File: src/design/cls_pkg.sv
// ----------------------------------------------------------------------------
// cls_pkg
// Types and constants for the colored Life stencil step.
// ----------------------------------------------------------------------------
`default_nettype none

package cls_pkg;

  localparam int unsigned TileBits = 8;
  localparam int unsigned SumBits  = TileBits + 3;
  localparam int unsigned CntBits  = 4;
  localparam int unsigned FillBits = 2;

  // floor(x / 3) == (x * Recip3) >> SumBits for every x below 2**SumBits
  localparam int unsigned RecipBits = SumBits;
  localparam logic [RecipBits-1:0] Recip3 = RecipBits'(((1 << SumBits) + 2) / 3);

  localparam logic [FillBits-1:0] FillFull = FillBits'(2);

  typedef logic [TileBits-1:0] tile_t;

  typedef struct packed {
    tile_t tile_top;
    tile_t tile_mid;
    tile_t tile_bottom;
    logic  row_start;
  } cls_in_t;

  typedef struct packed {
    tile_t new_tile;
    tile_t old_tile;
    logic  changed;
  } cls_out_t;

endpackage

`default_nettype wire

File: src/design/colour_life_stencil_step.sv
// ----------------------------------------------------------------------------
// colour_life_stencil_step
// Colored Life (B3/S23) step over a streamed 3x3 tile window.
// ----------------------------------------------------------------------------
// One column of three tiles is taken per transfer, one per cycle. The two
// previous columns are held as the left and center of the window; with both
// held, each column gives one result for the window center in the cycle after
// its transfer, from a single output register. A set row_start clears the
// window and that column gives no result, nor does the column after it.
// Throughput is one column per cycle, limited only by the output
// register draining.
`default_nettype none

module colour_life_stencil_step
  import cls_pkg::*;
(
  input  wire logic     clk_i,
  input  wire logic     rst_ni,
  input  wire logic     in_valid_i,
  output logic          in_stall_o,
  input  wire cls_in_t  in_data_i,
  output logic          out_valid_o,
  input  wire logic     out_stall_i,
  output cls_out_t      out_data_o
);

  tile_t                left_q   [3];
  tile_t                centre_q [3];
  logic  [FillBits-1:0] fill_q, fill_d;
  logic                 out_valid_q, out_valid_d;
  cls_out_t             out_q, out_d;

  logic                 in_xfer;
  logic                 out_xfer;
  logic                 emit;
  tile_t                nb  [8];
  tile_t                lw  [3];
  tile_t                cw  [3];
  logic  [CntBits-1:0]  live;
  logic  [SumBits-1:0]  sum;
  logic  [SumBits+RecipBits-1:0] prod;
  tile_t                avg;
  tile_t                centre;
  tile_t                nxt;

  assign in_stall_o = out_valid_q && out_stall_i;
  assign in_xfer    = in_valid_i && !in_stall_o;
  assign out_xfer   = out_valid_q && !out_stall_i;

  // window as seen by this column, after an optional row restart
  always_comb begin
    for (int i = 0; i < 3; i++) begin
      lw[i] = in_data_i.row_start ? '0 : left_q[i];
      cw[i] = in_data_i.row_start ? '0 : centre_q[i];
    end
  end

  assign emit = !in_data_i.row_start && (fill_q == FillFull);

  always_comb begin
    nb[0] = lw[0];
    nb[1] = lw[1];
    nb[2] = lw[2];
    nb[3] = cw[0];
    nb[4] = cw[2];
    nb[5] = in_data_i.tile_top;
    nb[6] = in_data_i.tile_mid;
    nb[7] = in_data_i.tile_bottom;
    live = '0;
    sum  = '0;
    for (int i = 0; i < 8; i++) begin
      live = live + CntBits'(nb[i] != '0);
      sum  = sum + SumBits'(nb[i]);
    end
  end

  assign prod   = SumBits'(sum) * Recip3;
  assign avg    = TileBits'(prod >> SumBits);
  assign centre = cw[1];

  always_comb begin
    if (centre != '0) begin
      nxt = (live == CntBits'(2) || live == CntBits'(3)) ? centre : '0;
    end else if (live == CntBits'(3)) begin
      nxt = avg;
    end else begin
      nxt = '0;
    end
  end

  always_comb begin
    fill_d      = fill_q;
    out_valid_d = out_valid_q;
    out_d       = out_q;
    if (out_xfer) begin
      out_valid_d = 1'b0;
    end
    if (in_xfer) begin
      if (in_data_i.row_start) begin
        fill_d = FillBits'(1);
      end else if (fill_q != FillFull) begin
        fill_d = fill_q + FillBits'(1);
      end
      if (emit) begin
        out_valid_d      = 1'b1;
        out_d.new_tile   = nxt;
        out_d.old_tile   = centre;
        out_d.changed    = (nxt != centre);
      end
    end
  end

  always_ff @(posedge clk_i or negedge rst_ni) begin
    if (!rst_ni) begin
      fill_q      <= '0;
      out_valid_q <= 1'b0;
      for (int i = 0; i < 3; i++) begin
        left_q[i]   <= '0;
        centre_q[i] <= '0;
      end
    end else begin
      fill_q      <= fill_d;
      out_valid_q <= out_valid_d;
      if (in_xfer) begin
        for (int i = 0; i < 3; i++) begin
          left_q[i] <= cw[i];
        end
        centre_q[0] <= in_data_i.tile_top;
        centre_q[1] <= in_data_i.tile_mid;
        centre_q[2] <= in_data_i.tile_bottom;
      end
    end
  end

  always_ff @(posedge clk_i) begin
    out_q <= out_d;
  end

  assign out_valid_o = out_valid_q;
  assign out_data_o  = out_q;

  a_fill_range: assert property (@(posedge clk_i) disable iff (!rst_ni)
    fill_q != FillBits'(3))
    else $error("fill count out of range");

  a_new_result_from_xfer: assert property (@(posedge clk_i) disable iff (!rst_ni)
    (in_xfer && emit) |=> out_valid_q)
    else $error("result lost");

  a_restart_fill: assert property (@(posedge clk_i) disable iff (!rst_ni)
    (in_xfer && in_data_i.row_start) |=> (fill_q == FillBits'(1)))
    else $error("row restart did not reset fill");

  a_no_spurious: assert property (@(posedge clk_i) disable iff (!rst_ni)
    (!out_valid_q && !(in_xfer && emit)) |=> !out_valid_q)
    else $error("result without a transfer");

  a_changed_flag: assert property (@(posedge clk_i) disable iff (!rst_ni)
    out_valid_q |-> (out_q.changed == (out_q.new_tile != out_q.old_tile)))
    else $error("changed flag mismatch");

endmodule

`default_nettype wire

File: config.mk
export PLATFORM = sky130hd
export DESIGN_NAME = colour_life_stencil_step
export DESIGN_NICKNAME = d
export VERILOG_FILES = /design/src/design/cls_pkg.sv /design/src/design/colour_life_stencil_step.sv
export SDC_FILE = /design/constraint.sdc
export NUM_CORES = 1
export LEC_CHECK = 0
export ABC_AREA = 1
export BUFFER_PORTS_ARGS = -buffer_cell sky130_fd_sc_hd__buf_4
export CAP_MARGIN = 5
export CORE_AREA = 2 2 135 137
export DETAILED_ROUTE_END_ITERATION = 10
export DIE_AREA = 0 0 137 139
export PLACE_DENSITY = 0.63
export SLEW_MARGIN = 20
export SYNTH_ARGS = -nofsm -noshare
export SYNTH_HDL_FRONTEND = slang
export SYNTH_SLANG_ARGS = --single-unit
File: constraint.sdc
create_clock -name clk_i -period 11 [get_ports clk_i]
set_input_delay 2.2 -clock clk_i [delete_from_list [all_inputs] [get_ports clk_i]]
set_output_delay 2.2 -clock clk_i [all_outputs]
set_load 0.02 [all_outputs]
* Word level (Yosys, flattened, before mapping)
Index checks and enable logic that the tools add are counted.
Cells by class: add/subtract/negate cells 15, multiplexer cells 14, multiply operators 1, equal/unequal tests 5, reductions and logical operators 20
Operator list (number):
- $mux 8 | 9
- $reduce_bool 8->1 | 9
- $add 11x8->11 | 4
- $mul 11x10->19 const B | 1
- $add 4x1->4 | 4
- $add 10x8->11 | 1
- $add 9x8->10 | 1
- $add 8x8->9 | 1
- $eq 4x2->1 const B | 2
- $ne 8x8->1 | 1
- $add 3x1->4 | 1
- $logic_and 1x1->1 | 4
- $mux 2 | 2
- $reduce_and 2->1 | 2
- $add 2x1->3 | 1
- $logic_not 1->1 | 3
- $mux 1 | 3
- $add 1x1->2 | 1
- $add 2x1->2 const B | 1
- $eq 2x2->1 const B | 1
- $ne 2x2->1 const B | 1
- $reduce_bool 2->1 | 1
- $logic_or 1x1->1 | 1
Word-level totals: bits in registers 68, bits of input ports 29, output and inout port bits 19

* Logic depth before layout (Yosys ltp)
Gate-level depths: netlist of run 1.
depth after elaboration 14, gate-level depth with buffers 44

* Worst setup path after synthesis of run 1
No wires, ideal clock.
kind input to register, from in in_data_i[0] in the netlist's numbering, to reg out_q, in the netlist out_data_o[0], data pin, library setup time 0.264 ns, data arrival time 9.770 ns, setup slack 0.966 ns, cell stages on the path 37, data required time 10.736 ns, path through inv_2 clkbuf_1 nand2_1 fa_1 inv_1 fa_1 fa_1 inv_1 fa_1 inv_1 ha_1 a21oi_1 nand2_1 a21oi_1 o21bai_2 a21o_1 a21oi_1 xor2_1 inv_1 ha_1 ha_1 fa_1 inv_1 fa_1 inv_1 fa_1 ha_1 nand2_1 inv_1 a21oi_1 nor2_1 nor2_1 nand3_1 nand3_2 a21oi_1 nor2_1 nand4_1
On the way: cells in the longest elaborated chain, start to end 14
RTL lines:
- start, declared | RTL line colour_life_stencil_step.sv:21 | input wire cls_in_t in_data_i,
- parallel branches: the longest is 13 deep, another holds $mul 11x10->19
- $ne 8x8->1 * | RTL line colour_life_stencil_step.sv:108 | out_d.changed = (nxt != centre);
- end signal, assigned | RTL line colour_life_stencil_step.sv:136 | out_q <= out_d;
- end, declared | RTL line colour_life_stencil_step.sv:31 | cls_out_t out_q, out_d;
Mark *: on every way between the ends. A chain may end at the register's enable or synchronous reset.

* Worst setup path after layout of run 1
Same ends and word-level chain as after synthesis.

==> results of run 1 <==
layout by cell type, fill, tap and decap left out, types with 7 or more instances in the layout:
cell type	n
sky130_fd_sc_hd__inv_1	208
sky130_fd_sc_hd__nand2_1	208
sky130_fd_sc_hd__fa_1	75
sky130_fd_sc_hd__ha_1	71
sky130_fd_sc_hd__o21ai_0	55
sky130_fd_sc_hd__buf_4	55
sky130_fd_sc_hd__dfrtp_1	51
sky130_fd_sc_hd__nor2_1	44
sky130_fd_sc_hd__a21oi_1	20
sky130_fd_sc_hd__nand3_1	19
sky130_fd_sc_hd__edfxtp_1	17
sky130_fd_sc_hd__nand4_1	9
sky130_fd_sc_hd__clkbuf_16	9
sky130_fd_sc_hd__nor4_1	7
sky130_fd_sc_hd__nand3_2	7
kinds of logic after synthesis:
| kind of cell | Yosys count | share of synthesized area [%] |
|---|---|---|
| AOI/OAI and AO/OA | 84 | 6.452 |
| xor gates and xnor gates | 7 | 1.003 |
| adders and majority gates | 146 | 34.81 |
| buffers and inverters | 225 | 12.36 |
| DFF | 68 | 26.03 |
| and+or+nand+nor | 310 | 19.35 |
cell type report:
cell class / count / area, um2 / share of cell area [%]
multi-input combinational: 547 / 4233 / 54.05
sequential: 68 / 1787 / 22.82
inverter: 210 / 788.3 / 10.07
timing repair buffer: 55 / 412.9 / 5.272
tap: 229 / 286.5 / 3.659
clock buffer: 9 / 225.2 / 2.876
clock inverter: 7 / 98.84 / 1.262
sequential cells by signal, summed over array words and instances, names as in the netlist:
name	flops
out_data_o	17
left_q	24
out_valid_o	1
centre_q	24
fill_q	2
worst min-delay path, stage by stage, from the launching register on:
cell                      delay (ns)
sky130_fd_sc_hd__dfrtp_1        0.34
sky130_fd_sc_hd__nand2_1        0.05
sky130_fd_sc_hd__nand2_1        0.05
worst max-delay path by stage:
stage,end,cells past startpoint
after global placement,out_data_o[0]$_DFFE_PP_,41
final,out_data_o[0]$_DFFE_PP_,42
after CTS,out_data_o[0]$_DFFE_PP_,42
after floorplan,out_data_o[0]$_DFFE_PP_,37
after global routing,out_data_o[0]$_DFFE_PP_,41
after detailed placement,out_data_o[0]$_DFFE_PP_,42
metrics by stage:
step	std cells	util, %	setup slack, ns	instance area, um2	hold slack, ns
after global routing	1125	44.35	0.02823	7831	0.5022
after detailed placement	1109	42.52	0.3585	7507	0.4656
after global placement	1109	42.52	0.4966	7507	0.4587
after floorplan	840	-	0.9659	6865	0.4422
final	1125	44.35	0.7077	7831	0.4754
after CTS	1125	44.35	0.7107	7831	0.4780
layer usage:
layer,global-route usage (%),wire [um]
met5,0,0
met4,4.829,302
met3,4.240,933
met2,28.28,7228
met1,25.36,7571
==> run_summary.xml, run 1 <==
<?xml version="1.0" encoding="UTF-8"?>
<metrics>
  <group name="routing">
    <metric name="routed_via_density" unit="">4.717</metric>
    <metric name="drt_iter0_markers" unit="">369</metric>
    <metric name="vias" unit="">5307</metric>
    <metric name="routed_wire_length_per_instance" unit="um">14.25</metric>
    <metric name="ant_nets" unit="">0</metric>
    <metric name="drtPass1Iterations" unit="">4</metric>
    <metric name="post-route-drc-count" unit="">0</metric>
    <metric name="totalWireLength" unit="um">16040</metric>
  </group>
  <group name="clock_tree">
    <metric name="post_cts.repair.setup_buffers" unit="">0</metric>
    <metric name="cts_hold_buf" unit="">0</metric>
    <metric name="cts_tree" unit="">done</metric>
    <metric name="cts_made_buffers" unit="">9</metric>
    <metric name="cts_root_buf" unit="">sky130_fd_sc_hd__clkbuf_16</metric>
    <metric name="cts_num_sinks" unit="">68</metric>
    <metric name="cts-root-to-sink-buffers" unit="">2</metric>
    <metric name="clock_tree.htree_level_count" unit="">3</metric>
    <metric name="clock_latency_late_sink" unit="ns">0.34</metric>
    <metric name="clk_pin_slew_worst_paths" unit="ns">0.06</metric>
    <metric name="post_cts.resized_instances" unit="">0</metric>
  </group>
  <group name="global_routing">
    <metric name="grt_pass1_vias" unit="">5473</metric>
    <metric name="grt.overflow.total" unit="">0</metric>
    <metric name="grt_pass1_wl" unit="um">26900</metric>
    <metric name="number_of_antenna_violations_at_the_first_check_in_global_routing" unit="">0</metric>
    <metric name="total_grt_usage" unit="%">18.16</metric>
    <metric name="grt_start_max_net_pins" unit="">61</metric>
  </group>
  <group name="logic_synthesis">
    <metric name="yosysUniqueCellTypes" unit="">36</metric>
    <metric name="yosysWarningCount" unit="">0</metric>
    <metric name="synth.cell_area" unit="um2">6865</metric>
    <metric name="netlist.area_leader.share" unit="%">21.87</metric>
    <metric name="share_of_flip_flops_with_an_asynchronous_set_or_reset_after_synthesis" unit="%">75.00</metric>
    <metric name="synth.top_cells.by_area" unit="">sky130_fd_sc_hd__fa_1 22%, sky130_fd_sc_hd__dfrtp_1 19%, sky130_fd_sc_hd__ha_1 13%</metric>
    <metric name="syn-mean-instance-area" unit="um2">8.173</metric>
    <metric name="synth.yosys.seq_area_share" unit="%">26.03</metric>
    <metric name="synth.top_cells.by_count" unit="">208 x sky130_fd_sc_hd__inv_1, 208 x sky130_fd_sc_hd__nand2_1, 75 x sky130_fd_sc_hd__fa_1</metric>
    <metric name="post_synthesis_net_count" unit="">1015</metric>
    <metric name="synth_area_leader_cell" unit="">sky130_fd_sc_hd__fa_1</metric>
    <metric name="synth_top_flop_cell" unit="">sky130_fd_sc_hd__dfrtp_1</metric>
    <metric name="syn_inst" unit="">840</metric>
    <metric name="synth_enable_flop_cells" unit="">17</metric>
    <metric name="yosys_register_bits" unit="">68</metric>
  </group>
  <group name="timing">
    <metric name="grt_setup_unrepaired" unit="">false</metric>
    <metric name="finalClockSkew" unit="ns">0.006607</metric>
    <metric name="relSlewSlack" unit="%">56.73</metric>
    <metric name="achievable-frequency" unit="MHz">97.16</metric>
    <metric name="post-route-min-period" unit="ns">10.29</metric>
    <metric name="timing.final.hold_violations" unit="">0</metric>
    <metric name="fin_setup_tns" unit="ns">0</metric>
    <metric name="timing_max_transition_violations_final" unit="">0</metric>
    <metric name="setup_viol_count_final" unit="">0</metric>
    <metric name="worst_pin_slew" unit="ns">0.6431</metric>
    <metric name="post-route-period-util" unit="%">93.57</metric>
  </group>
  <group name="critical_path">
    <metric name="cp_slowest_stage_delay" unit="ns">0.58</metric>
    <metric name="endpoint_kind" unit="">flop</metric>
    <metric name="crit-reg2reg-capture" unit="">out_data_o[0]$_DFFE_PP_</metric>
    <metric name="critPathSlowestCell" unit="">sky130_fd_sc_hd__fa_1</metric>
    <metric name="path_max_fanout" unit="">26</metric>
    <metric name="critical_path_arrival" unit="ns">10.37</metric>
    <metric name="cp_num_buf_inv" unit="">15</metric>
    <metric name="critPathKind" unit="">in2reg</metric>
    <metric name="critical_r2r_launch" unit="">left_q[10]$_DFFE_PN0P_</metric>
    <metric name="path_common_cell" unit="">sky130_fd_sc_hd__inv_1</metric>
    <metric name="reg2reg_depth" unit="">40</metric>
    <metric name="reg2reg_setup_slack" unit="ns">2.77</metric>
    <metric name="critPathRequiredTime" unit="ns">11.08</metric>
    <metric name="crit_start" unit="">in_data_i[0]</metric>
    <metric name="kind_of_launch_point_of_the_worst_setup_path" unit="">input pin</metric>
    <metric name="timing.critical_path.max_delay_family" unit="">adder cells</metric>
  </group>
  <group name="die">
    <metric name="die-width" unit="um">137</metric>
    <metric name="core_area" unit="um2">17660</metric>
    <metric name="placementRows" unit="">49</metric>
    <metric name="die_area" unit="um2">19040</metric>
    <metric name="die_height" unit="um">139</metric>
    <metric name="ioPinCount" unit="">48</metric>
    <metric name="floorplan.initialDensity" unit="%">38.88</metric>
  </group>
  <group name="place">
    <metric name="gp_congestion" unit="">0.8997</metric>
    <metric name="hpwl_dp" unit="um">13600</metric>
    <metric name="io_buf_count" unit="">47</metric>
  </group>
  <group name="run">
    <metric name="max-cap-violations" unit="">0</metric>
  </group>
  <group name="cells_and_area">
    <metric name="antenna-diode-count" unit="">0</metric>
    <metric name="area_growth_syn_to_layout" unit="%">14.07</metric>
    <metric name="fillCellCount" unit="">1756</metric>
    <metric name="final_net_count" unit="">1066</metric>
    <metric name="drive_gt1_share" unit="%">10.38</metric>
  </group>
  <group name="worst_hold_path">
    <metric name="worstHoldPathCells" unit="">2</metric>
    <metric name="hold_path_startpoint" unit="">centre_q[23]$_DFFE_PN0P_</metric>
    <metric name="holdCritPathClass" unit="">reg2reg</metric>
    <metric name="hold_path_end" unit="">centre_q[23]$_DFFE_PN0P_</metric>
  </group>
  <group name="outcome">
    <metric name="run_status" unit="">completed</metric>
  </group>
</metrics>
Power of run 1 is not shown: default switching activity piles up to over one toggle a cycle in this logic, so the estimate is an artifact.
==> run 2: changes to the inputs <==
SETUP_SLACK_MARGIN = 0.02   (was unset)
clock period = 12.8 ns   (was 11 ns; I/O delays follow)
==> run 2 against run 1 <==
Effect of this change:
- critical path depth down 5
- core utilization down 0.43 points
- global-route usage down 0.56 points
- worst setup slack better by 1.0 ns
- count of clock-buffer cells in the layout up 2
- first-iteration DRC count down 20%
- via count down 1.8%
- clock skew down 0.0019 ns
- sequential share of layout area up 0.22 points
- critical path type unchanged
- largest cell class unchanged
==> run_summary.xml, run 2 (synthesized netlist as in run 1, its figures left out) <==
<?xml version="1.0" encoding="UTF-8"?>
<metrics>
  <group name="global_routing">
    <metric name="grt_pass1_vias" unit="">5249</metric>
    <metric name="number_of_antenna_violations_at_the_first_check_in_global_routing" unit="">0</metric>
    <metric name="grt_pass1_wl" unit="um">25880</metric>
    <metric name="grt.overflow.total" unit="">0</metric>
    <metric name="total_grt_usage" unit="%">17.60</metric>
    <metric name="grt_start_max_net_pins" unit="">60</metric>
  </group>
  <group name="critical_path">
    <metric name="critPathRequiredTime" unit="ns">12.88</metric>
    <metric name="critical_path_arrival" unit="ns">11.15</metric>
    <metric name="critPathSlowestCell" unit="">sky130_fd_sc_hd__fa_1</metric>
    <metric name="kind_of_launch_point_of_the_worst_setup_path" unit="">input pin</metric>
    <metric name="reg2reg_setup_slack" unit="ns">4.32</metric>
    <metric name="critPathKind" unit="">in2reg</metric>
    <metric name="path_max_fanout" unit="">34</metric>
    <metric name="critical_r2r_launch" unit="">left_q[12]$_DFFE_PN0P_</metric>
    <metric name="reg2reg_depth" unit="">35</metric>
    <metric name="crit-reg2reg-capture" unit="">out_data_o[0]$_DFFE_PP_</metric>
    <metric name="cp_num_buf_inv" unit="">9</metric>
    <metric name="timing.critical_path.max_delay_family" unit="">adder cells</metric>
    <metric name="cp_slowest_stage_delay" unit="ns">0.57</metric>
    <metric name="crit_start" unit="">in_data_i[0]</metric>
    <metric name="endpoint_kind" unit="">flop</metric>
  </group>
  <group name="clock_tree">
    <metric name="clk_pin_slew_worst_paths" unit="ns">0.05</metric>
    <metric name="cts_made_buffers" unit="">9</metric>
    <metric name="post_cts.repair.setup_buffers" unit="">0</metric>
    <metric name="cts_root_buf" unit="">sky130_fd_sc_hd__clkbuf_16</metric>
    <metric name="cts-root-to-sink-buffers" unit="">2</metric>
    <metric name="post_cts.resized_instances" unit="">0</metric>
    <metric name="clock_tree.htree_level_count" unit="">3</metric>
    <metric name="cts_num_sinks" unit="">68</metric>
    <metric name="clock_latency_late_sink" unit="ns">0.34</metric>
    <metric name="cts_tree" unit="">done</metric>
    <metric name="cts_hold_buf" unit="">0</metric>
  </group>
  <group name="timing">
    <metric name="post-route-min-period" unit="ns">11.07</metric>
    <metric name="post-route-period-util" unit="%">86.49</metric>
    <metric name="worst_pin_slew" unit="ns">0.6513</metric>
    <metric name="timing.final.hold_violations" unit="">0</metric>
    <metric name="achievable-frequency" unit="MHz">90.33</metric>
    <metric name="setup_viol_count_final" unit="">0</metric>
    <metric name="grt_setup_unrepaired" unit="">false</metric>
    <metric name="fin_setup_tns" unit="ns">0</metric>
    <metric name="timing_max_transition_violations_final" unit="">0</metric>
    <metric name="finalClockSkew" unit="ns">0.004673</metric>
    <metric name="relSlewSlack" unit="%">56.58</metric>
    <metric name="fin_hold_ws" unit="ns">0.4788</metric>
  </group>
  <group name="place">
    <metric name="gp_congestion" unit="">0.9035</metric>
    <metric name="place_inst" unit="">1104</metric>
    <metric name="hpwl_dp" unit="um">13040</metric>
    <metric name="io_buf_count" unit="">47</metric>
  </group>
  <group name="routing">
    <metric name="vias" unit="">5213</metric>
    <metric name="post-route-drc-count" unit="">0</metric>
    <metric name="totalWireLength" unit="um">15510</metric>
    <metric name="routed_wire_length_per_instance" unit="um">13.85</metric>
    <metric name="ant_nets" unit="">0</metric>
    <metric name="drtPass1Iterations" unit="">4</metric>
    <metric name="routed_via_density" unit="">4.654</metric>
    <metric name="drt_iter0_markers" unit="">297</metric>
  </group>
  <group name="cells_and_area">
    <metric name="final_net_count" unit="">1061</metric>
    <metric name="final_core_util" unit="%">43.92</metric>
    <metric name="mostFrequentLayoutCells" unit="">208 x sky130_fd_sc_hd__inv_1, 208 x sky130_fd_sc_hd__nand2_1, 75 x sky130_fd_sc_hd__fa_1</metric>
    <metric name="antenna-diode-count" unit="">0</metric>
    <metric name="drive_gt1_share" unit="%">9.652</metric>
    <metric name="area_growth_syn_to_layout" unit="%">12.96</metric>
    <metric name="fin_cells" unit="">1120</metric>
  </group>
  <group name="die">
    <metric name="ioPinCount" unit="">48</metric>
    <metric name="placementRows" unit="">49</metric>
    <metric name="die_height" unit="um">139</metric>
    <metric name="core_area" unit="um2">17660</metric>
    <metric name="die-width" unit="um">137</metric>
    <metric name="floorplan.initialDensity" unit="%">38.88</metric>
    <metric name="die_area" unit="um2">19040</metric>
  </group>
  <group name="worst_hold_path">
    <metric name="worstHoldPathCells" unit="">2</metric>
    <metric name="hold_path_end" unit="">left_q[21]$_DFFE_PN0P_</metric>
    <metric name="hold_path_startpoint" unit="">left_q[21]$_DFFE_PN0P_</metric>
    <metric name="holdCritPathClass" unit="">reg2reg</metric>
  </group>
  <group name="run">
    <metric name="max-cap-violations" unit="">0</metric>
  </group>
  <group name="outcome">
    <metric name="run_status" unit="">completed</metric>
  </group>
</metrics>
run 2: cell count changes in the layout (fill, tap and decap cells not counted), sizes merged:
cell	previous run	this run
inv	211	210
buf	55	50
clkbuf	9	11
bufinv	2	1
run 2: worst reg2reg max path, delay by kind of cell, from the launching register on:
kind | cells | cell delay, ns
and+or+nand+nor | 9 | 0.91
xor gates and xnor gates | 1 | 0.44
DFF | 1 | 0.38
adders and majority gates | 11 | 4.97
AOI/OAI and AO/OA | 7 | 1.08
buffers and inverters | 7 | 0.45
run 2: worst max-delay path by stage:
stage	cells past startpoint	slack (ns)	end
final	37	1.73	out_data_o[0]$_DFFE_PP_
after global routing	38	0.99	out_data_o[0]$_DFFE_PP_
after CTS	37	1.66	out_data_o[0]$_DFFE_PP_
after detailed placement	37	1.32	out_data_o[0]$_DFFE_PP_
after global placement	37	1.39	out_data_o[0]$_DFFE_PP_
after floorplan	37	2.41	out_data_o[0]$_DFFE_PP_
run 2: cell type report:
class / instances / area [um2]
well taps: 229 / 286.5
multi-input cells: 547 / 4233
inverters: 210 / 788.3
clock buffers: 11 / 232.7
repair buffers: 50 / 375.4
flip-flops and latches: 68 / 1787
clock inverters: 5 / 52.55
fillers: 1801 / 9902
run 2: routing by layer:
layer | up-vias | global-route usage (%) | part of all wire [%]
li1 | 2647 | - | -
met1 | 2417 | 25.40 | 48
met2 | 128 | 26.97 | 44
met3 | 21 | 3.582 | 5.5
met4 | 0 | 4.558 | 1.8
met5 | - | 0 | 0
run 2: per-stage QoR:
step | instance area (um2) | setup WS, ns
after global placement | 7470 | 1.394
after detailed placement | 7470 | 1.318
after global routing | 7755 | 0.9933
after floorplan | 6865 | 2.406
final | 7755 | 1.729
after CTS | 7755 | 1.660
Power of run 2 is left out for the same reason.
==> run 3: changes to the inputs <==
CORE_AREA = 2 2 106 108   (was 2 2 135 137)
DIE_AREA = 0 0 108 110   (was 0 0 137 139)
PLACE_DENSITY = 0.91   (was 0.63)
==> run 3 against run 2 <==
Effect of this change:
- register-to-register slack lost 0.02 ns
- flip-flop and latch count is the same
- highest routed layer unchanged
- global-route usage grew 11 points
==> run_summary.xml, run 3 (synthesized netlist as in run 1, its figures left out) <==
<?xml version="1.0" encoding="UTF-8"?>
<metrics>
  <group name="routing">
    <metric name="drtPass1Iterations" unit="">5</metric>
    <metric name="drt_iter0_markers" unit="">484</metric>
    <metric name="post-route-drc-count" unit="">0</metric>
    <metric name="vias" unit="">5558</metric>
    <metric name="totalWireLength" unit="um">15820</metric>
    <metric name="routed_via_density" unit="">5.396</metric>
    <metric name="ant_nets" unit="">0</metric>
    <metric name="routed_wire_length_per_instance" unit="um">15.35</metric>
  </group>
  <group name="worst_hold_path">
    <metric name="holdCritPathClass" unit="">reg2reg</metric>
    <metric name="hold_path_startpoint" unit="">left_q[7]$_DFFE_PN0P_</metric>
  </group>
  <group name="die">
    <metric name="die-width" unit="um">108</metric>
    <metric name="placementRows" unit="">38</metric>
    <metric name="ioPinCount" unit="">48</metric>
    <metric name="die_height" unit="um">110</metric>
    <metric name="die_area" unit="um2">11880</metric>
    <metric name="floorplan.initialDensity" unit="%">64.18</metric>
    <metric name="core_area" unit="um2">10700</metric>
  </group>
  <group name="clock_tree">
    <metric name="post_cts.repair.setup_buffers" unit="">0</metric>
    <metric name="clock_latency_late_sink" unit="ns">0.37</metric>
    <metric name="cts_num_sinks" unit="">68</metric>
    <metric name="cts_made_buffers" unit="">9</metric>
    <metric name="cts_root_buf" unit="">sky130_fd_sc_hd__clkbuf_8</metric>
    <metric name="cts_tree" unit="">done</metric>
    <metric name="cts_hold_buf" unit="">0</metric>
    <metric name="cts-root-to-sink-buffers" unit="">2</metric>
    <metric name="post_cts.resized_instances" unit="">0</metric>
    <metric name="clock_tree.htree_level_count" unit="">3</metric>
    <metric name="clk_pin_slew_worst_paths" unit="ns">0.08</metric>
  </group>
  <group name="place">
    <metric name="hpwl_dp" unit="um">13020</metric>
    <metric name="place_inst" unit="">1014</metric>
    <metric name="gp_congestion" unit="">0.9336</metric>
    <metric name="place_ws" unit="ns">1.465</metric>
    <metric name="io_buf_count" unit="">47</metric>
  </group>
  <group name="timing">
    <metric name="post-route-min-period" unit="ns">11.00</metric>
    <metric name="achievable-frequency" unit="MHz">90.90</metric>
    <metric name="fin_setup_tns" unit="ns">0</metric>
    <metric name="fin_hold_ws" unit="ns">0.4904</metric>
    <metric name="setup_viol_count_final" unit="">0</metric>
    <metric name="grt_setup_unrepaired" unit="">false</metric>
    <metric name="timing_max_transition_violations_final" unit="">0</metric>
    <metric name="post-route-period-util" unit="%">85.95</metric>
    <metric name="timing.final.hold_violations" unit="">0</metric>
    <metric name="worst_pin_slew" unit="ns">0.7997</metric>
    <metric name="finalClockSkew" unit="ns">0.01311</metric>
    <metric name="post-route-worst-setup-slack" unit="ns">1.799</metric>
    <metric name="relSlewSlack" unit="%">46.63</metric>
  </group>
  <group name="cells_and_area">
    <metric name="area_growth_syn_to_layout" unit="%">10.11</metric>
    <metric name="antenna-diode-count" unit="">0</metric>
    <metric name="drive_gt1_share" unit="%">9.888</metric>
    <metric name="fin_cells" unit="">1030</metric>
    <metric name="mostFrequentLayoutCells" unit="">208 x sky130_fd_sc_hd__inv_1, 208 x sky130_fd_sc_hd__nand2_1, 75 x sky130_fd_sc_hd__fa_1</metric>
    <metric name="final_net_count" unit="">1060</metric>
  </group>
  <group name="critical_path">
    <metric name="endpoint_kind" unit="">flop</metric>
    <metric name="kind_of_launch_point_of_the_worst_setup_path" unit="">input pin</metric>
    <metric name="cp_slowest_stage_delay" unit="ns">0.56</metric>
    <metric name="critPathRequiredTime" unit="ns">12.90</metric>
    <metric name="crit_start" unit="">in_data_i[0]</metric>
    <metric name="path_max_fanout" unit="">34</metric>
    <metric name="timing.critical_path.max_delay_family" unit="">adder cells</metric>
    <metric name="cp_num_buf_inv" unit="">9</metric>
    <metric name="critPathSlowestCell" unit="">sky130_fd_sc_hd__fa_1</metric>
    <metric name="critical_path_arrival" unit="ns">11.10</metric>
    <metric name="critPathKind" unit="">in2reg</metric>
    <metric name="critical_r2r_launch" unit="">left_q[12]$_DFFE_PN0P_</metric>
  </group>
  <group name="global_routing">
    <metric name="grt_pass1_wl" unit="um">26370</metric>
    <metric name="grt.overflow.total" unit="">0</metric>
    <metric name="grt_start_max_net_pins" unit="">61</metric>
    <metric name="grt_pass1_vias" unit="">5501</metric>
    <metric name="number_of_antenna_violations_at_the_first_check_in_global_routing" unit="">0</metric>
    <metric name="total_grt_usage" unit="%">29.05</metric>
  </group>
  <group name="outcome">
    <metric name="run_status" unit="">completed</metric>
  </group>
  <group name="run">
    <metric name="max-cap-violations" unit="">0</metric>
  </group>
</metrics>
==> run 3: cell types whose count changed in the layout (fill, tap and decap cells not counted), sizes merged <==
| cell | change |
|---|---|
| buf | -1 |
| clkbuf | -2 |
| clkinv | -3 |
| inv | +4 |
| clkinvlp | +1 |
==> run 3: final cells by class <==
cell class,count,area (um2)
sequential,68,1787
tap,140,175.2
multi-input combinational,547,4235
clock buffer,9,123.9
fill,754,3138
timing repair buffer,49,367.9
clock inverter,7,82.58
inverter,210,788.3
==> run 3: final timing paths <==
path,endpoint,slack (ns),depth (start not counted)
max in group asynchronous,centre_q[19]$_DFFE_PN0P_,10.14,1
hold reg to reg,left_q[7]$_DFFE_PN0P_,0.49,2
hold / removal,left_q[7]$_DFFE_PN0P_,0.49,2
setup reg to reg,out_data_o[0]$_DFFE_PP_,4.30,35
min in group asynchronous,fill_q[0]$_DFFE_PN0P_,2.22,1
setup / recovery,out_data_o[0]$_DFFE_PP_,1.80,37
==> run 3: worst min-delay path, stage by stage, from the launching register on <==
cell                      delay [ns]
sky130_fd_sc_hd__dfrtp_1        0.35
sky130_fd_sc_hd__nand2_1        0.05
sky130_fd_sc_hd__o21ai_0        0.06
==> run 3: metal layers <==
metal / vias to the layer above / part of all wire [%] / GRT usage [%]
met2: 253 / 49 / 49.28
met4: 0 / 2.5 / 8.425
met3: 41 / 7.5 / 5.115
met1: 2618 / 41 / 38.77
li1: 2646 / - / -
met5: - / 0 / 0
==> run 3: stage by stage <==
stage	util [%]	area (um2)
2_1_floorplan	-	6865
3_3_place_gp	68.71	7351
3_5_place_dp	68.74	7353
4_1_cts	70.67	7560
5_1_grt	70.67	7560
6_report	70.67	7560
Power of run 3 is left out for the same reason.
